**src/sv/fsw_pkg.sv**
```systemverilog
// shared types and constants of the fragmenting stop-and-wait sender
package fsw_pkg;

  // fixed field widths
  localparam int LEN_W   = 13;
  localparam int ID_W    = 8;
  localparam int KIND_W  = 2;
  localparam int OFF_W   = 12;
  localparam int PLEN_W  = 8;
  localparam int TIMER_W = 16;

  localparam logic [TIMER_W-1:0] TIMEOUT_RESET = 16'd1000;

  // operation codes of an input transfer
  typedef enum logic [2:0] {
    FUNC_PUT    = 3'd0,
    FUNC_ACK_OK = 3'd1,
    FUNC_ACK_ER = 3'd2,
    FUNC_RESEND = 3'd3,
    FUNC_TICK   = 3'd4
  } func_t;

  // packet size classes
  typedef enum logic [KIND_W-1:0] {
    KIND_SMALL  = 2'd0,
    KIND_MEDIUM = 2'd1,
    KIND_LARGE  = 2'd2
  } kind_t;

  // sequencer states
  typedef enum logic [2:0] {
    ST_IDLE,
    ST_PUT,
    ST_ACK,
    ST_WAIT,
    ST_SEND,
    ST_FINISH
  } state_t;

  // one queued packet descriptor
  typedef struct packed {
    logic [ID_W-1:0]   id;
    logic [KIND_W-1:0] kind;
    logic [OFF_W-1:0]  offset;
    logic [PLEN_W-1:0] length;
    logic              chained;
  } desc_t;

endpackage

```
**src/sv/fsw_ram.sv**
```systemverilog
// generic single-port-write ram with registered read
module fsw_ram #(
  parameter int WIDTH = 32,
  parameter int DEPTH = 32
) (
  input  logic                     clk,
  input  logic                     we,
  input  logic [$clog2(DEPTH)-1:0] waddr,
  input  logic [WIDTH-1:0]         wdata,
  input  logic [$clog2(DEPTH)-1:0] raddr,
  output logic [WIDTH-1:0]         rdata
);

  logic [WIDTH-1:0] mem [DEPTH];

  // write port
  always_ff @(posedge clk) begin
    if (we) begin
      mem[waddr] <= wdata;
    end
  end

  // registered read port
  always_ff @(posedge clk) begin
    rdata <= mem[raddr];
  end

endmodule

```
**src/sv/fragmenting_stop_and_wait_sender.sv**
```systemverilog
// top level: message splitter, descriptor queue and stop-and-wait retransmit control
//
// Each input transfer is one operation (put, ack ok, ack error, resend request,
// tick) and yields at most one result transfer carrying the sent descriptor
// and/or the overflow flag. The block handles one operation at a time and
// drops in_ready until it is done. A put walks the message with one shared
// subtract/compare unit, one fragment per cycle, and passes ST_FINISH only
// when it yields a result. A matching ok acknowledgement passes ST_ACK,
// ST_WAIT, ST_SEND and ST_FINISH (no ST_FINISH when it empties the queue) and
// a mismatched one only ST_ACK; error, resend and a firing tick pass ST_SEND
// and ST_FINISH, or only ST_SEND on an empty queue, since the head descriptor
// comes from a queue RAM with a registered read. Non-firing ticks and ignored
// operations finish in the idle state. A result that the consumer has not
// taken holds the block in its final cycle.
// The timeout register may be written at any idle time; a value of zero acts
// as one.
module fragmenting_stop_and_wait_sender #(
  parameter int SMALL_PAYLOAD  = 8,
  parameter int MEDIUM_PAYLOAD = 32,
  parameter int LARGE_PAYLOAD  = 128,
  parameter int QUEUE_DEPTH    = 32,
  parameter int MAX_MESSAGE    = 4096
) (
  input  logic                           clk,
  input  logic                           rst,
  // configuration
  input  logic                           cfg_wr_en,
  input  logic [fsw_pkg::TIMER_W-1:0]    cfg_wr_data,
  // input channel
  input  logic                           in_valid,
  output logic                           in_ready,
  input  logic [2:0]                     func,
  input  logic [fsw_pkg::LEN_W-1:0]      message_length,
  input  logic [fsw_pkg::ID_W-1:0]       ack_id,
  // output channel
  output logic                           out_valid,
  input  logic                           out_ready,
  output logic                           sent,
  output logic [fsw_pkg::ID_W-1:0]       pkt_id,
  output logic [fsw_pkg::KIND_W-1:0]     pkt_kind,
  output logic [fsw_pkg::OFF_W-1:0]      pkt_offset,
  output logic [fsw_pkg::PLEN_W-1:0]     pkt_length,
  output logic                           chained,
  output logic                           overflow
);

  localparam int PTR_W = $clog2(QUEUE_DEPTH);
  localparam int CNT_W = $clog2(QUEUE_DEPTH + 1);
  localparam int CLIP_W = 17;

  localparam logic [fsw_pkg::LEN_W-1:0] LARGE_LEN  = fsw_pkg::LEN_W'(LARGE_PAYLOAD);
  localparam logic [fsw_pkg::LEN_W-1:0] MEDIUM_LEN = fsw_pkg::LEN_W'(MEDIUM_PAYLOAD);
  localparam logic [fsw_pkg::LEN_W-1:0] SMALL_LEN  = fsw_pkg::LEN_W'(SMALL_PAYLOAD);
  localparam logic [fsw_pkg::LEN_W-1:0] MAX_LEN    = fsw_pkg::LEN_W'(MAX_MESSAGE);
  localparam logic [PTR_W-1:0]          PTR_LAST   = PTR_W'(QUEUE_DEPTH - 1);
  localparam logic [CNT_W-1:0]          CNT_FULL   = CNT_W'(QUEUE_DEPTH);

  // registers
  fsw_pkg::state_t                state, state_next;
  logic [fsw_pkg::TIMER_W-1:0]    timeout_ticks;
  logic [fsw_pkg::ID_W-1:0]       next_seq, next_seq_next;
  logic [PTR_W-1:0]               queue_head, queue_head_next;
  logic [PTR_W-1:0]               queue_tail, queue_tail_next;
  logic [CNT_W-1:0]               queue_count, queue_count_next;
  logic                           timer_armed, timer_armed_next;
  logic [fsw_pkg::TIMER_W-1:0]    timer_left, timer_left_next;
  logic [fsw_pkg::LEN_W-1:0]      remain, remain_next;
  logic [fsw_pkg::LEN_W-1:0]      offset, offset_next;
  logic [fsw_pkg::ID_W-1:0]       ack_q, ack_q_next;
  logic                           res_sent, res_sent_next;
  logic                           res_ovf, res_ovf_next;
  fsw_pkg::desc_t                 res_desc, res_desc_next;
  logic                           out_valid_next;
  logic                           out_sent, out_sent_next;
  logic                           out_ovf, out_ovf_next;
  fsw_pkg::desc_t                 out_desc, out_desc_next;

  // queue memory signals
  logic                           wr_en;
  fsw_pkg::desc_t                 wr_desc;
  fsw_pkg::desc_t                 rd_desc;
  logic [$bits(fsw_pkg::desc_t)-1:0] rd_bits;

  // datapath helpers
  logic [fsw_pkg::LEN_W-1:0]      len_clip;
  fsw_pkg::desc_t                 frag;
  logic                           frag_more;
  logic [PTR_W-1:0]               head_inc;
  logic [PTR_W-1:0]               tail_inc;
  logic                           out_free;

  fsw_ram #(
    .WIDTH ($bits(fsw_pkg::desc_t)),
    .DEPTH (QUEUE_DEPTH)
  ) u_queue (
    .clk   (clk),
    .we    (wr_en),
    .waddr (queue_tail),
    .wdata (wr_desc),
    .raddr (queue_head),
    .rdata (rd_bits)
  );

  assign rd_desc = fsw_pkg::desc_t'(rd_bits);

  // length clip to the largest message
  assign len_clip = ({{(CLIP_W - fsw_pkg::LEN_W){1'b0}}, message_length} > CLIP_W'(MAX_MESSAGE))
                    ? MAX_LEN : message_length;

  // fragment cut by the shared compare unit
  always_comb begin
    frag_more      = remain > LARGE_LEN;
    frag.id        = next_seq;
    frag.offset    = offset[fsw_pkg::OFF_W-1:0];
    if (frag_more) begin
      frag.kind    = fsw_pkg::KIND_LARGE;
      frag.length  = LARGE_LEN[fsw_pkg::PLEN_W-1:0];
      frag.chained = 1'b1;
    end else begin
      if (remain > MEDIUM_LEN) begin
        frag.kind  = fsw_pkg::KIND_LARGE;
      end else if (remain > SMALL_LEN) begin
        frag.kind  = fsw_pkg::KIND_MEDIUM;
      end else begin
        frag.kind  = fsw_pkg::KIND_SMALL;
      end
      frag.length  = remain[fsw_pkg::PLEN_W-1:0];
      frag.chained = 1'b0;
    end
  end

  // pointer wrap
  assign head_inc = (queue_head == PTR_LAST) ? '0 : queue_head + 1'b1;
  assign tail_inc = (queue_tail == PTR_LAST) ? '0 : queue_tail + 1'b1;

  assign out_free = !out_valid || out_ready;

  // sequencer: next state and datapath updates
  always_comb begin
    state_next       = state;
    next_seq_next    = next_seq;
    queue_head_next  = queue_head;
    queue_tail_next  = queue_tail;
    queue_count_next = queue_count;
    timer_armed_next = timer_armed;
    timer_left_next  = timer_left;
    remain_next      = remain;
    offset_next      = offset;
    ack_q_next       = ack_q;
    res_sent_next    = res_sent;
    res_ovf_next     = res_ovf;
    res_desc_next    = res_desc;
    out_valid_next   = out_valid && !out_ready;
    out_sent_next    = out_sent;
    out_ovf_next     = out_ovf;
    out_desc_next    = out_desc;
    wr_en            = 1'b0;
    wr_desc          = frag;
    in_ready         = 1'b0;

    case (state)
      fsw_pkg::ST_IDLE: begin
        in_ready = !rst;
        if (in_valid) begin
          ack_q_next    = ack_id;
          remain_next   = len_clip;
          offset_next   = '0;
          res_sent_next = 1'b0;
          res_ovf_next  = 1'b0;
          res_desc_next = '0;
          case (fsw_pkg::func_t'(func))
            fsw_pkg::FUNC_PUT: begin
              if (len_clip != '0) begin
                state_next = fsw_pkg::ST_PUT;
              end
            end
            fsw_pkg::FUNC_ACK_OK: begin
              timer_armed_next = 1'b0;
              state_next       = fsw_pkg::ST_ACK;
            end
            fsw_pkg::FUNC_ACK_ER: begin
              timer_armed_next = 1'b0;
              state_next       = fsw_pkg::ST_SEND;
            end
            fsw_pkg::FUNC_RESEND: begin
              state_next = fsw_pkg::ST_SEND;
            end
            fsw_pkg::FUNC_TICK: begin
              if (timer_armed) begin
                if (timer_left > fsw_pkg::TIMER_W'(1)) begin
                  timer_left_next = timer_left - 1'b1;
                end else begin
                  // timeout fires as an error acknowledgement
                  timer_left_next  = '0;
                  timer_armed_next = 1'b0;
                  state_next       = fsw_pkg::ST_SEND;
                end
              end
            end
            default: begin
            end
          endcase
        end
      end

      // one fragment per cycle
      fsw_pkg::ST_PUT: begin
        next_seq_next = next_seq + 1'b1;
        if (queue_count == '0) begin
          res_sent_next    = 1'b1;
          res_desc_next    = frag;
          timer_armed_next = 1'b1;
          timer_left_next  = timeout_ticks;
        end
        if (queue_count < CNT_FULL) begin
          wr_en            = 1'b1;
          queue_tail_next  = tail_inc;
          queue_count_next = queue_count + 1'b1;
        end else begin
          res_ovf_next = 1'b1;
        end
        if (frag_more) begin
          remain_next = remain - LARGE_LEN;
          offset_next = offset + LARGE_LEN;
        end else if (res_sent_next || res_ovf_next) begin
          state_next = fsw_pkg::ST_FINISH;
        end else begin
          state_next = fsw_pkg::ST_IDLE;
        end
      end

      // ok acknowledgement: head data is ready from the ram
      fsw_pkg::ST_ACK: begin
        if (queue_count != '0 && rd_desc.id == ack_q) begin
          queue_head_next  = head_inc;
          queue_count_next = queue_count - 1'b1;
          state_next       = fsw_pkg::ST_WAIT;
        end else begin
          state_next = fsw_pkg::ST_IDLE;
        end
      end

      // ram read of the new head
      fsw_pkg::ST_WAIT: begin
        state_next = fsw_pkg::ST_SEND;
      end

      // send the head if there is one
      fsw_pkg::ST_SEND: begin
        if (queue_count != '0) begin
          res_sent_next    = 1'b1;
          res_desc_next    = rd_desc;
          timer_armed_next = 1'b1;
          timer_left_next  = timeout_ticks;
          state_next       = fsw_pkg::ST_FINISH;
        end else begin
          state_next = fsw_pkg::ST_IDLE;
        end
      end

      // hand the result to the output register
      fsw_pkg::ST_FINISH: begin
        if (out_free) begin
          out_valid_next = 1'b1;
          out_sent_next  = res_sent;
          out_ovf_next   = res_ovf;
          out_desc_next  = res_desc;
          state_next     = fsw_pkg::ST_IDLE;
        end
      end

      default: begin
        state_next = fsw_pkg::ST_IDLE;
      end
    endcase
  end

  // state register
  always_ff @(posedge clk) begin
    if (rst) begin
      state <= fsw_pkg::ST_IDLE;
    end else begin
      state <= state_next;
    end
  end

  // control registers
  always_ff @(posedge clk) begin
    if (rst) begin
      timeout_ticks <= fsw_pkg::TIMEOUT_RESET;
      next_seq      <= '0;
      queue_head    <= '0;
      queue_tail    <= '0;
      queue_count   <= '0;
      timer_armed   <= 1'b0;
      timer_left    <= '0;
      out_valid     <= 1'b0;
    end else begin
      if (cfg_wr_en) begin
        timeout_ticks <= cfg_wr_data;
      end
      next_seq    <= next_seq_next;
      queue_head  <= queue_head_next;
      queue_tail  <= queue_tail_next;
      queue_count <= queue_count_next;
      timer_armed <= timer_armed_next;
      timer_left  <= timer_left_next;
      out_valid   <= out_valid_next;
    end
  end

  // payload registers
  always_ff @(posedge clk) begin
    remain   <= remain_next;
    offset   <= offset_next;
    ack_q    <= ack_q_next;
    res_sent <= res_sent_next;
    res_ovf  <= res_ovf_next;
    res_desc <= res_desc_next;
    out_sent <= out_sent_next;
    out_ovf  <= out_ovf_next;
    out_desc <= out_desc_next;
  end

  // output ports
  assign sent       = out_sent;
  assign pkt_id     = out_desc.id;
  assign pkt_kind   = out_desc.kind;
  assign pkt_offset = out_desc.offset;
  assign pkt_length = out_desc.length;
  assign chained    = out_desc.chained;
  assign overflow   = out_ovf;

  // an accepted put of nonzero length moves to ST_PUT in the next cycle
  a_accept_busy: assert property (@(posedge clk) disable iff (rst)
    (in_valid && in_ready && fsw_pkg::func_t'(func) == fsw_pkg::FUNC_PUT &&
     message_length != '0) |=> state == fsw_pkg::ST_PUT)
    else $error("put did not start the splitter");

  // a result without a descriptor must be an overflow report with clear fields
  a_empty_result: assert property (@(posedge clk) disable iff (rst)
    (out_valid && !sent) |-> (overflow && pkt_id == '0 && pkt_length == '0 && !chained))
    else $error("result without descriptor is not a clean overflow report");

  // pointers agree with the fill count at empty and full
  a_ptr_count: assert property (@(posedge clk) disable iff (rst)
    (queue_count == '0 || queue_count == CNT_FULL) |-> queue_head == queue_tail)
    else $error("queue pointers disagree with count");

  // sending the head always arms the timer
  a_send_arms: assert property (@(posedge clk) disable iff (rst)
    (state == fsw_pkg::ST_SEND && queue_count != '0) |=>
    (timer_armed && timer_left == $past(timeout_ticks)))
    else $error("head send did not arm the timer");

  // queue never exceeds its depth
  a_count_bound: assert property (@(posedge clk) disable iff (rst)
    (state == fsw_pkg::ST_PUT && queue_count == CNT_FULL) |=> queue_count == CNT_FULL)
    else $error("push into a full queue");

endmodule

```
**config.mk**
```make
export PLATFORM = sky130hd
export DESIGN_NAME = fragmenting_stop_and_wait_sender
export DESIGN_NICKNAME = d
export VERILOG_FILES = /design/src/sv/fsw_pkg.sv /design/src/sv/fsw_ram.sv /design/src/sv/fragmenting_stop_and_wait_sender.sv
export SDC_FILE = /design/constraint.sdc
export NUM_CORES = 1
export LEC_CHECK = 0
export BUFFER_PORTS_ARGS = -buffer_cell sky130_fd_sc_hd__buf_4
export CAP_MARGIN = 10
export CORE_MARGIN = 8
export CORE_UTILIZATION = 40
export DETAILED_ROUTE_END_ITERATION = 12
export SYNTH_ARGS = -nofsm -noshare
export SYNTH_HDL_FRONTEND = slang
export SYNTH_SLANG_ARGS = --single-unit
```
**constraint.sdc**
```tcl
create_clock -name clk -period 2.9 [get_ports clk]
set_input_delay 0.29 -clock clk [delete_from_list [all_inputs] [get_ports clk]]
set_output_delay 0.29 -clock clk [all_outputs]
set_load 0.01 [all_outputs]
```
======== After elaboration in Yosys (flattened, before gate mapping) ========
Memory sizes are Yosys's and may differ from the RTL's. A register that Yosys moved wholly into a read port is not among the register bits.
Cells that the tools add are included.
operators by class
  $add $sub $neg .......................... 8
  magnitude comparators ................... 6
  equality and inequality tests ........... 27
  muxes and demuxes ....................... 59
  reduce and logical (&&, ||, !) cells .... 29
operator list
  cell                   number
  $mux 16                6
  $mux 31                3
  $pmux 31 s3            1
  $mux 13                5
  $pmux 13 s2            2
  $pmux 16 s3            1
  $mux 3                 8
  $mux 1                 18
  $ne 2x2->1 const B     9
  $pmux 3 s6             1
  $gt 16x1->1 const B    1
  $sub 16x1->16 const B  1
  $add 13x8->13 const B  1
  $gt 13x13->1 const B   1
  $gt 13x4->1 const B    1
  $gt 13x6->1 const B    1
  $gt 13x8->1 const B    1
  $reduce_bool 13->1     1
  $sub 13x8->13 const B  1
  $eq 3x2->1 const B     4
  $mux 6                 2
  $pmux 3 s4             1
  $pmux 6 s2             1
  $add 5x1->5 const B    2
  other kinds (32)       56
word-level totals
  bits in registers ....................... 161
  RAM bits ................................ 992
  input bits .............................. 45
  word-level logic and storage cells ...... 156
  memories kept ........................... 1
memory list
  memory       words  width  rd ports  clocked after memory_dff  write ports  RTL line       RTL
  u_queue.mem  32     31     1         1                         1            fsw_ram.sv:14  logic [WIDTH-1:0] mem [DEPTH];

======== Longest topological paths before layout ========
Gate-level depths: netlist of the first run.
  word-level depth ........................ 7
  depth in mapped cells ................... 10
  gate-level depth less buffers ........... 9

======== Hierarchy ========
A second synthesis of the first run with hierarchy kept.
second synthesis, totals
  cells, all modules ...................... 2,810
  area, all modules ....................... 46,159.3 um2
by module, submodules not included
  module                            times used  cells each  area an instance (um2)  sequential area each (um2)
  fsw_ram                           1           2,192       39,163.8                30,409.2
  fragmenting_stop_and_wait_sender  1           618         6,995.5                 3,983.8

======== Least setup slack after synthesis of the first run ========
OpenSTA, ideal clock, no wires.
  path type ............................... reg2reg
  start ................................... register remain[7] (netlist bit)
  end ..................................... register res_desc[21] (netlist bit) (data pin)
  arrival ................................. 2.972 ns
  slack ................................... -0.207 ns
  stages on the path, launching flop included .. 8
  path buffers ............................ 0
  clock period less this slack ............ 3.107 ns
  cells stage by stage .................... edfxtp_1 -> inv_1 -> ha_1 -> nor3b_1 -> a41oi_1 -> or4_1 -> a21oi_1 -> a22o_1
RTL lines
  item                    RTL line                                 RTL
  start, declared         fragmenting_stop_and_wait_sender.sv:67   logic [fsw_pkg::LEN_W-1:0] remain, remain_next;
  start signal, assigned  fragmenting_stop_and_wait_sender.sv:314  remain <= remain_next;
  end signal, assigned    fragmenting_stop_and_wait_sender.sv:319  res_desc <= res_desc_next;
  end, declared           fragmenting_stop_and_wait_sender.sv:72   fsw_pkg::desc_t res_desc, res_desc_next;

======== Worst setup path in the final report of the first run ========
  start ................................... input message_length[3] (netlist bit)
  end ..................................... register state[0]
on the way
  longest elaborated chain between the ends .. 5
RTL lines
  item                          RTL line                                 RTL
  start, declared               fragmenting_stop_and_wait_sender.sv:33   input logic [fsw_pkg::LEN_W-1:0] message_length,
  $gt 13x13->1                  fragmenting_stop_and_wait_sender.sv:107  assign len_clip = ({{(CLIP_W - fsw_pkg::LEN_W){1'b0}}, message_length} > CLIP_W'(MAX_MESSAGE))
  $mux 13 *                     fragmenting_stop_and_wait_sender.sv:108  ? MAX_LEN : message_length;
  $reduce_bool 13->1 *          fragmenting_stop_and_wait_sender.sv:173  if (len_clip != '0) begin
  $ne 3x3->1 (no line) *        --
  $reduce_and 7->1 (no line) *  --
  end signal, assigned          fragmenting_stop_and_wait_sender.sv:281  state <= fsw_pkg::ST_IDLE;
  end signal, assigned          fragmenting_stop_and_wait_sender.sv:283  state <= state_next;
  end, declared                 fragmenting_stop_and_wait_sender.sv:59   fsw_pkg::state_t state, state_next;
Mark *: on every way between the ends. The rest lies on a longest branch, timed or not.
A chain may end at the register's enable or synchronous reset.

==> impl_metrics.env, run 1 <==
export IMPL_floorplan_die_area_mm2=0.101
export IMPL_hold_depth=3
export IMPL_drc=0
export IMPL_root_buffer="clkbuf_16"
export IMPL_fmax_mhz=369
export IMPL_cts_buffer_depth=3
export IMPL_place_congestion=0.799
export IMPL_synth_edff_count=846
export IMPL_seq_area_frac_synth_pct=74.3
export IMPL_slew_violations=0
export IMPL_grt_ovfl_total=0
export IMPL_grt_pass1_wl_um=123000
export IMPL_finalSetupViolCount=0
export IMPL_finalClockSkew_ps=26.3
export IMPL_syn_area_per_cell_um2=19.6
export IMPL_drt_wl_total_um=82400
export IMPL_cts_resized=0
export IMPL_place_worst_setup_slack_ps=28.3
export IMPL_grt_max_degree=56
export IMPL_p_total_uw=32600
export IMPL_coreArea_mm2=0.0901
export IMPL_cts_sinks=931
export IMPL_ir_drop_uv=458
export IMPL_power_density_mw_per_mm2=762
export IMPL_finalHoldViolCount=0
export IMPL_h_tree_depth=3
export IMPL_clkPwrFrac_pct=36.0
export IMPL_fin_crit_ps=2710
export IMPL_final_cell_area_mm2=0.0428
export IMPL_wl_per_cell_um=24.7
export IMPL_initial_core_util_pct=40.5
export IMPL_arrival_ps=3210
export IMPL_crit_path_cell_trace="dlygate4sd3_1 > buf_4 > nor4_1 > nand3_1 > or4b_2 > a31oi_1 > o22ai_1"
export IMPL_cp_start_kind="input port"
export IMPL_whs_endpoint="timeout_ticks[3]"
export IMPL_die_h_um=318
export IMPL_first_global_vias=19000
export IMPL_cp_max_fo=3
export IMPL_postRouteAntennaNets=0
export IMPL_clock_latency_ps=640
export IMPL_ioPinCount=80
export IMPL_clk_pin_slew_ps=60
export IMPL_rows=110
export IMPL_rsz0062_at_grt="false"
export IMPL_max_cap_violations=0
export IMPL_viasPerCell=5.49
export IMPL_critPathSlowestCell="nor4_1"
export IMPL_instances_no_fill=3342
export IMPL_swShare_pct=25.7
export IMPL_dr_pass1_iters=5
export IMPL_die_w_um=318
export IMPL_placedInstanceArea_mm2=0.0393
export IMPL_ys_seq_elements=931
export IMPL_area_delta_synth_final_pct=17.2
export IMPL_syn_cell_area_mm2=0.0365
export IMPL_setup_worst_path_class="input port to register"
export IMPL_netSwitchingPower_uw=8370
export IMPL_slew_headroom_pct=28.5
export IMPL_worstSetupEndpointType="register"
export IMPL_vias=18400
export IMPL_critical_path_max_stage_delay_ps=780
export IMPL_syn_inst=1858
export IMPL_drt_iter0_drc=1569
export IMPL_antenna_cells=0
export IMPL_r2r_slack_ps=250
export IMPL_hold_path_class="input port to register"
export IMPL_ys_async_sr_fraction_pct=0
export IMPL_r2r_start="state[2]"
export IMPL_io_buffers=72
export IMPL_tritoncts="yes"
export IMPL_fin_nets=2151
export IMPL_final_setup_worst_slack_ps=189
export IMPL_p_leak_uw=0.0136
export IMPL_worstRegToRegCells=5
export IMPL_tns_ps=0
export IMPL_antenna_found_initial=2
export IMPL_synth_distinct_cells=75
export IMPL_drive_gt1_share_pct=27.5
export IMPL_seqPwrFrac_pct=50.2
export IMPL_status="completed"
export IMPL_dp_cells=3127
export IMPL_p_comb_share_pct=13.9
export IMPL_numCtsBuffers=95
export IMPL_grt_usage_pct=15.9
export IMPL_yosysWarningCount=0
export IMPL_intPower_uw=24200
export IMPL_period_share_pct=93.5
export IMPL_r2r_end="u_queue.mem[23][3]"
export IMPL_worstHoldStart="cfg_wr_en"
export IMPL_place_hpwl_um=51800
export IMPL_worstMarginPinSlew_ps=1060
export IMPL_cp_required_ps=3400
export IMPL_synthFlopType="edfxtp_1"
[worst max-delay path: cells and delay by family]
kind / cells / cell delay (ps)
compound gates: 2 / 450
simple gates: 3 / 1780
buf+inv: 2 / 680
[state kept, by name (all words and copies together) (netlist names), 2 cells and up]
register       flops
ack_q              8
next_seq           8
offset             5
pkt_id             8
pkt_kind           2
pkt_length         8
pkt_offset         5
queue_count        6
queue_head         5
queue_tail         5
remain            13
res_desc          24
state              3
timeout_ticks     16
timer_left        16
u_queue.mem      768
u_queue.rdata     24
[cells by family (layout without fill, tap and decap cells)]
| family | after synthesis | in the layout | synth area share [%] |
|---|---|---|---|
| other | 1 | 7 | 0.0103 |
| buffers and inverters | 133 | 435 | 1.76 |
| AOI/OAI and AO/OA | 183 | 183 | 3.87 |
| adders and majority gates | 18 | 18 | 0.638 |
| and+or+nand+nor | 249 | 249 | 3.55 |
| muxes | 311 | 311 | 15.1 |
| DFF | 931 | 931 | 74.3 |
| xor gates and xnor gates | 32 | 32 | 0.768 |
[power groups by stage]
stage	clock network (uW)	registers (uW)	logic (uW)
2_1_floorplan	0	16700	2750
3_3_place_gp	0	16600	4280
3_5_place_dp	0	16600	4450
4_1_cts	12000	16300	4520
5_1_grt	12500	16400	4920
6_report	11700	16300	4510
[cell usage after synthesis (all sizes together) (3+ instances only)]
| cell type | instances | area share, % |
|---|---|---|
| a221oi | 29 | 0.70 |
| a21o | 3 | 0.065 |
| mux2i | 118 | 3.2 |
| o21ai | 16 | 0.22 |
| o32ai | 11 | 0.26 |
| mux4 | 192 | 12 |
| nand3 | 15 | 0.24 |
| and3 | 7 | 0.12 |
| ha | 17 | 0.58 |
| or2 | 4 | 0.069 |
| a21oi | 36 | 0.49 |
| and2 | 16 | 0.27 |
| nor3b | 3 | 0.062 |
| nor2 | 95 | 0.99 |
| buf | 62 | 1.0 |
| a31oi | 5 | 0.10 |
| nor2b | 5 | 0.086 |
| or3b | 4 | 0.096 |
| or3 | 4 | 0.069 |
| nand2 | 43 | 0.46 |
| nand3b | 5 | 0.10 |
| a22o | 47 | 1.1 |
| or4b | 3 | 0.082 |
| a211oi | 10 | 0.25 |
| a22oi | 3 | 0.062 |
| nand2b | 5 | 0.086 |
| clkbuf | 44 | 0.45 |
| inv | 27 | 0.28 |
| dfxtp | 85 | 4.7 |
| nor3 | 14 | 0.22 |
| xor2 | 16 | 0.38 |
| edfxtp | 846 | 70 |
| nor4 | 12 | 0.31 |
| xnor2 | 16 | 0.38 |
| or4 | 4 | 0.086 |
| a32oi | 5 | 0.12 |
| nand4 | 7 | 0.12 |
[per-layer routing]
layer  global-route usage (%)  vias up  part of all wire (%)
li1                         -     8057                     -
met1                     22.0     9608                    44
met4                     3.95        0                   2.1
met2                     25.9      573                    48
met3                     3.02      120                   6.0
met5                        0        -                     0
[cell type report]
class / count / area [um2]
inverter: 27 / 101
multi-input combinational: 800 / 8870
timing repair buffer: 233 / 2190
tap: 1176 / 1470
sequential: 931 / 27100
clock inverter: 49 / 435
clock buffer: 126 / 2580
fill: 7316 / 47400
[cell usage in the layout, fill, tap and decap left out, types with 11 or more instances in the layout]
cell and count:
nor2_2 35, nor3_1 12, inv_1 26, xor2_1 16, clkbuf_1 23, and2_1 16, nand3_1 14, nor2_1 59
dlygate4sd3_1 40, o32ai_1 11, dfxtp_1 82, a22o_1 47, clkinv_2 18, ha_1 17, a21oi_1 35, mux4_2 192
xnor2_1 16, buf_4 166, buf_12 27, edfxtp_1 846, clkbuf_16 97, mux2i_1 118, nand2_1 41, clkinv_1 13
a221oi_1 29, o21ai_0 15
[metrics by stage]
step           utilization (%)  hold slack (ps)
4_1_cts                   47.4             54.3
5_1_grt                   47.4             82.9
2_1_floorplan                -              389
3_5_place_dp              43.6              405
3_3_place_gp              43.6              403
6_report                  47.4              103
[timing repair]
action / 4_1_cts / 5_1_grt
hold endpoints to repair: 39 / 0
buffers inserted: 0 / 0
hold buffers: 40 / 0
[worst max-delay path by stage]
stage	to	cells after the start	from	slack (ps)
2_1_floorplan	u_queue.mem[29][0]	6	state[0]	50
3_3_place_gp	state[0]	6	message_length[3]	40
3_5_place_dp	state[0]	6	message_length[3]	30
4_1_cts	state[0]	7	message_length[3]	150
5_1_grt	state[0]	7	message_length[3]	120
6_report	state[0]	7	message_length[3]	190
No activity file was read; power rests on OpenSTA's default activity.
==> run 2: changes to the inputs <==
--- a/config.mk
+++ b/config.mk
@@ -10,6 +10,7 @@
 export CORE_MARGIN = 8
 export CORE_UTILIZATION = 40
 export DETAILED_ROUTE_END_ITERATION = 12
+export PLACE_DENSITY = 0.61
 export SYNTH_ARGS = -nofsm -noshare
 export SYNTH_HDL_FRONTEND = slang
 export SYNTH_SLANG_ARGS = --single-unit
==> run 2 against run 1 <==
Against the previous run:
- count of clock-buffer cells in the layout shrank 1
- clock power is essentially flat
- sequential power is essentially flat
- total power is essentially flat
- non-clock buffer count grew 5
==> impl_metrics.env, run 2 (synthesis gave the netlist of run 1 again) <==
export IMPL_status="completed"
export IMPL_area_delta_synth_final_pct=17.4
export IMPL_wl_per_cell_um=24.3
export IMPL_vias=18300
export IMPL_worstHoldStart="rst"
export IMPL_largest_reg_flops=768
export IMPL_cts_resized=0
export IMPL_coreArea_mm2=0.0901
export IMPL_p_leak_uw=0.0136
export IMPL_root_buffer="clkbuf_16"
export IMPL_slew_headroom_pct=33.1
export IMPL_whs_endpoint="timeout_ticks[0]"
export IMPL_fmax_mhz=388
export IMPL_initial_core_util_pct=40.5
export IMPL_use_met2_pct=26.2
export IMPL_place_hpwl_um=50700
export IMPL_first_global_vias=18900
export IMPL_critical_path_max_stage_delay_ps=500
export IMPL_finalClockSkew_ps=33.6
export IMPL_max_cap_violations=0
export IMPL_grt_usage_pct=15.7
export IMPL_grt_pass1_wl_um=122000
export IMPL_worstRegToRegCells=5
export IMPL_power_density_mw_per_mm2=760
export IMPL_finalHoldViolCount=0
export IMPL_floorplan_die_area_mm2=0.101
export IMPL_clock_latency_ps=660
export IMPL_arrival_ps=2930
export IMPL_slew_violations=0
export IMPL_r2r_end="u_queue.mem[18][0]"
export IMPL_instances_no_fill=3343
export IMPL_drive_gt1_share_pct=27.3
export IMPL_r2r_slack_ps=320
export IMPL_postRouteAntennaNets=0
export IMPL_p_total_uw=32600
export IMPL_rsz0062_at_grt="false"
export IMPL_antenna_cells=0
export IMPL_critPathTopFamily="simple AND/OR/NAND/NOR gates"
export IMPL_hold_path_class="input port to register"
export IMPL_largestRegisters="u_queue.mem: 768 flops, res_desc: 24 flops, u_queue.rdata: 24 flops"
export IMPL_dr_pass1_iters=5
export IMPL_rows=110
export IMPL_drt_iter0_drc=1716
export IMPL_h_tree_depth=3
export IMPL_fin_nets=2154
export IMPL_met1_usage_pct=21.6
export IMPL_finalSetupViolCount=0
export IMPL_tritoncts="yes"
export IMPL_worstSetupEndpointType="register"
export IMPL_die_h_um=318
export IMPL_layout_common_cells="edfxtp_1 (846), mux4_2 (192), buf_4 (167), mux2i_1 (118), clkbuf_16 (94)"
export IMPL_place_congestion=0.785
export IMPL_critPathBufInv=1
export IMPL_cp_max_fo=20
export IMPL_viasPerCell=5.47
export IMPL_fin_crit_ps=2580
export IMPL_crit_path_cell_trace="or3b_1 > nor2_2 > nand2_1 > nor2_2 > buf_12"
export IMPL_die_w_um=318
export IMPL_final_common_cell="edfxtp_1"
export IMPL_tns_ps=0
export IMPL_drc=0
export IMPL_clk_pin_slew_ps=60
export IMPL_r2r_start="state[2]"
export IMPL_ioPinCount=80
export IMPL_ir_drop_uv=421
export IMPL_cp_required_ps=3250
export IMPL_cp_common_cell="nor2_2"
export IMPL_setup_worst_path_class="register to register"
export IMPL_worstMarginPinSlew_ps=997
export IMPL_drt_wl_total_um=81100
export IMPL_cts_hold_buf=40
export IMPL_n_fill_cell=7300
export IMPL_io_buffers=72
export IMPL_numCtsBuffers=93
export IMPL_antenna_found_initial=1
export IMPL_cts_sinks=931
export IMPL_critPathSlowestCell="nand2_1"
export IMPL_grt_ovfl_total=0
export IMPL_cp_start_kind="register"
export IMPL_dp_cells=3132
export IMPL_grt_max_degree=48
export IMPL_grt_busiest_layer="met2"
export IMPL_post_cts_setup_buffers=0
export IMPL_cts_buffer_depth=3
export IMPL_hold_depth=2
export IMPL_period_share_pct=88.8
export IMPL_regMostFlops="u_queue.mem"
export IMPL_grt_util_met3_pct=2.60
==> run 2: worst max path at each step <==
stage                           start                  end  cells past startpoint
finish                       state[2]   u_queue.mem[18][0]                      5
global route                 state[2]  u_queue.mem[26][21]                      5
CTS                 message_length[3]             state[0]                      8
detailed placement  message_length[3]             state[0]                      7
global placement    message_length[3]             state[0]                      7
floorplan                    state[0]   u_queue.mem[29][0]                      6
==> run 2: metal layers <==
metal / part of all wire (%) / up-vias
li1: - / 8074
met1: 43 / 9540
met2: 49 / 561
met3: 6.1 / 98
met4: 1.7 / 0
met5: 0 / -
==> run 2: where the power goes <==
group          total [uW]  internal, uW  switching, uW
registers           16300         15900            404
clock network       11700          6740           4990
logic                4550          1610           2950
total               32600         24200           8340
==> run 2: layout make-up <==
type	instances	area (um2)	area share [%]
Clock inverter	46	475	1.11
Multi-Input combinational cell	800	8870	20.7
Timing Repair Buffer	238	2270	5.31
Tap cell	1176	1470	3.43
Inverter	27	101	0.236
Sequential cell	931	27100	63.3
Clock buffer	125	2550	5.95
==> run 2: stage by stage <==
stage	setup WS [ps]	area [um2]	hold slack, ps	util (%)
CTS	344	42900	25.0	47.5
global placement	220	39400	401	43.7
global route	213	42900	54.1	47.5
detailed placement	235	39400	405	43.7
finish	324	42900	54.6	47.5
floorplan	53.7	36500	389	-
==> run 3: changes to the inputs <==
--- a/config.mk
+++ b/config.mk
@@ -5,6 +5,7 @@
 export SDC_FILE = /design/constraint.sdc
 export NUM_CORES = 1
 export LEC_CHECK = 0
+export ABC_AREA = 1
 export BUFFER_PORTS_ARGS = -buffer_cell sky130_fd_sc_hd__buf_4
 export CAP_MARGIN = 10
 export CORE_MARGIN = 8
==> run 3 against run 2 <==
Against the previous run:
- clock power barely moved
- register-to-register slack improved by 130 ps
- maximum frequency up 5.4%
- area after synthesis grew 2.7%
- hold slack got worse by 39 ps
- die area rose by 2.6%
- sequential share of layout area is 1.4 points lower
- cell area up 2.3%
- combinational power shrank 5.1%
- critical path depth rose by 3
- critical path type unchanged
- largest power group unchanged
==> impl_metrics.env, run 3 <==
export IMPL_synth_edff_count=846
export IMPL_wl_per_cell_um=22.4
export IMPL_die_w_um=322
export IMPL_status="completed"
export IMPL_worstRegToRegCells=8
export IMPL_place_congestion=0.849
export IMPL_tritoncts="yes"
export IMPL_synthFlopType="edfxtp_1"
export IMPL_rsz0062_at_grt="false"
export IMPL_dp_cells=4404
export IMPL_worstMarginPinSlew_ps=1020
export IMPL_viasPerCell=5.43
export IMPL_fin_nets=3352
export IMPL_slew_violations=0
export IMPL_io_buffers=72
export IMPL_place_hpwl_um=60900
export IMPL_r2r_slack_ps=460
export IMPL_coreArea_mm2=0.0930
export IMPL_syn_inst=3128
export IMPL_drive_gt1_share_pct=12.6
export IMPL_final_cell_area_mm2=0.0438
export IMPL_finalSetupViolCount=0
export IMPL_grt_usage_pct=19.5
export IMPL_area_delta_synth_final_pct=16.9
export IMPL_seq_area_frac_synth_pct=72.3
export IMPL_setup_worst_path_class="register to register"
export IMPL_floorplan_die_area_mm2=0.104
export IMPL_syn_area_per_cell_um2=12.0
export IMPL_cp_max_fo=106
export IMPL_layout_common_cells="edfxtp_1 (846), nand2_1 (664), nor2_1 (319), nand3_1 (293), o21ai_0 (241)"
export IMPL_fin_crit_ps=2440
export IMPL_cts_sinks=931
export IMPL_instances_no_fill=4621
export IMPL_period_share_pct=84.3
export IMPL_slew_headroom_pct=31.6
export IMPL_ys_async_sr_fraction_pct=0
export IMPL_drc=0
export IMPL_postRouteAntennaNets=0
export IMPL_fin_util_pct=47.1
export IMPL_grt_max_degree=107
export IMPL_fmax_mhz=409
export IMPL_cts_buffer_depth=3
export IMPL_arrival_ps=3030
export IMPL_swShare_pct=26.6
export IMPL_cp_endpoint="u_queue.rdata[24]"
export IMPL_largestRegisters="u_queue.mem: 768 flops, res_desc: 24 flops, u_queue.rdata: 24 flops"
export IMPL_power_density_mw_per_mm2=750
export IMPL_cp_startpoint="queue_head[0]"
export IMPL_tns_ps=0
export IMPL_drt_wl_total_um=104000
export IMPL_clk_pin_slew_ps=60
export IMPL_initial_core_util_pct=40.3
export IMPL_syn_cell_area_mm2=0.0375
export IMPL_hold_path_class="input port to register"
export IMPL_max_cap_violations=0
export IMPL_vias=25100
export IMPL_cts_resized=0
export IMPL_n_fill_cell=8223
export IMPL_numCtsBuffers=94
export IMPL_cp_required_ps=3490
export IMPL_synthDominantAreaCellType="edfxtp_1"
export IMPL_netlist_top_cells_area="edfxtp_1 (68%), nand2_1 (6.7%), dfxtp_1 (4.5%)"
export IMPL_antenna_cells=0
export IMPL_p_comb_share_pct=13.1
export IMPL_cp_start_kind="register"
export IMPL_synth_most_common_cell="edfxtp_1"
export IMPL_h_tree_depth=3
export IMPL_netSwitchingPower_uw=8740
export IMPL_synthDominantCellAreaShare_pct=67.8
export IMPL_finalClockSkew_ps=26.8
export IMPL_die_h_um=322
export IMPL_regMostFlops="u_queue.mem"
export IMPL_placedInstanceArea_mm2=0.0403
export IMPL_grt_pass1_wl_um=154000
export IMPL_finalHoldViolCount=0
export IMPL_root_buffer="clkbuf_16"
export IMPL_r2r_end="u_queue.rdata[24]"
export IMPL_intPower_uw=24200
export IMPL_worstSetupEndpointType="register"
export IMPL_dr_pass1_iters=7
export IMPL_grt_ovfl_total=0
export IMPL_synth_distinct_cells=46
export IMPL_ir_drop_uv=464
export IMPL_antenna_found_initial=2
export IMPL_final_common_cell="edfxtp_1"
export IMPL_clkPwrFrac_pct=36.5
export IMPL_largest_reg_flops=768
export IMPL_first_global_vias=24200
export IMPL_ioPinCount=80
export IMPL_clock_latency_ps=660
export IMPL_yosysWarningCount=0
export IMPL_seqPwrFrac_pct=50.4
export IMPL_ys_seq_elements=931
export IMPL_drt_iter0_drc=2691
export IMPL_p_leak_uw=0.0157
export IMPL_r2r_start="queue_head[0]"
export IMPL_synth_common_cells="edfxtp_1 (846), nand2_1 (665), nor2_1 (356), nand3_1 (293), o21ai_0 (242)"
export IMPL_rows=112
run 3: changes by cell type in the layout (fill, tap and decap cells not counted), moves of 118 or more:
cell and change:
nand3_1 +279, mux2i_1 -118, nor2_1 +260, mux4_2 -192
nand2_1 +623, o21ai_0 +226
run 3: per-stage QoR:
stage                     hold WS, ps  power, uW  setup WS, ps
after global placement            405      21100           542
after global routing             22.0      34100           383
after CTS                        1.36      33100           484
after floorplan                   360      19300          -165
after detailed placement          405      21100           522
final                            15.4      32900           457
run 3: final cells by class:
class | count | area, um2 | share of cell area, %
Clock buffer | 128 | 2590 | 5.91
Inverter | 114 | 445 | 1.02
Sequential cell | 931 | 27100 | 61.9
Timing Repair Buffer | 245 | 2330 | 5.33
Tap cell | 1254 | 1570 | 3.58
Multi-Input combinational cell | 1903 | 9310 | 21.2
Clock inverter | 46 | 469 | 1.07
run 3: kinds of logic after synthesis:
logic type	Yosys count	share of synthesized area [%]
buffers and inverters	300	3.50
AOI/OAI and AO/OA	489	7.83
xor gates and xnor gates	28	0.654
DFF	931	72.3
and+or+nand+nor	1361	15.1
adders and majority gates	18	0.621
other	1	0.0100
run 3: power by group through the flow:
| stage | sequential (uW) | clock, uW | combinational [uW] |
|---|---|---|---|
| detailed placement | 16900 | 0 | 4260 |
| finish | 16600 | 12000 | 4320 |
| global placement | 16800 | 0 | 4220 |
| CTS | 16600 | 12200 | 4330 |
| floorplan | 16800 | 0 | 2550 |
| global route | 16600 | 12700 | 4780 |
run 3: critical path, cell delays in order (launching register included):
cell and delay [ps]:
dfxtp_4 450, inv_8 250, buf_12 390, o21ai_0 150, o221ai_1 210, nand3_1 390, nand2_1 260, nand2_1 70
inv_1 50
run 3: metal layers:
| layer | vias up | global-route usage [%] | part of all wire, % |
|---|---|---|---|
| met5 | - | 0 | 0.0087 |
| met4 | 2 | 5.57 | 2.7 |
| met3 | 158 | 3.08 | 7.5 |
| met2 | 1023 | 31.4 | 47 |
| met1 | 12400 | 27.3 | 42 |
| li1 | 11500 | - | - |
run 3: what timing repair did:
item                      4_1_cts  5_1_grt
buffers inserted                0        0
hold endpoints to repair       43        0
hold buffers                   43        0
run 3: how the worst min path moves through the flow:
stage,to,slack [ps],cells after the start,start
final,remain[0],20,3,message_length[0]
after floorplan,queue_count[1],360,1,rst
after CTS,remain[0],1,3,message_length[0]
after global placement,pkt_id[3],400,0,res_desc[26]
after global routing,remain[1],20,3,message_length[1]
after detailed placement,pkt_length[2],400,0,res_desc[3]
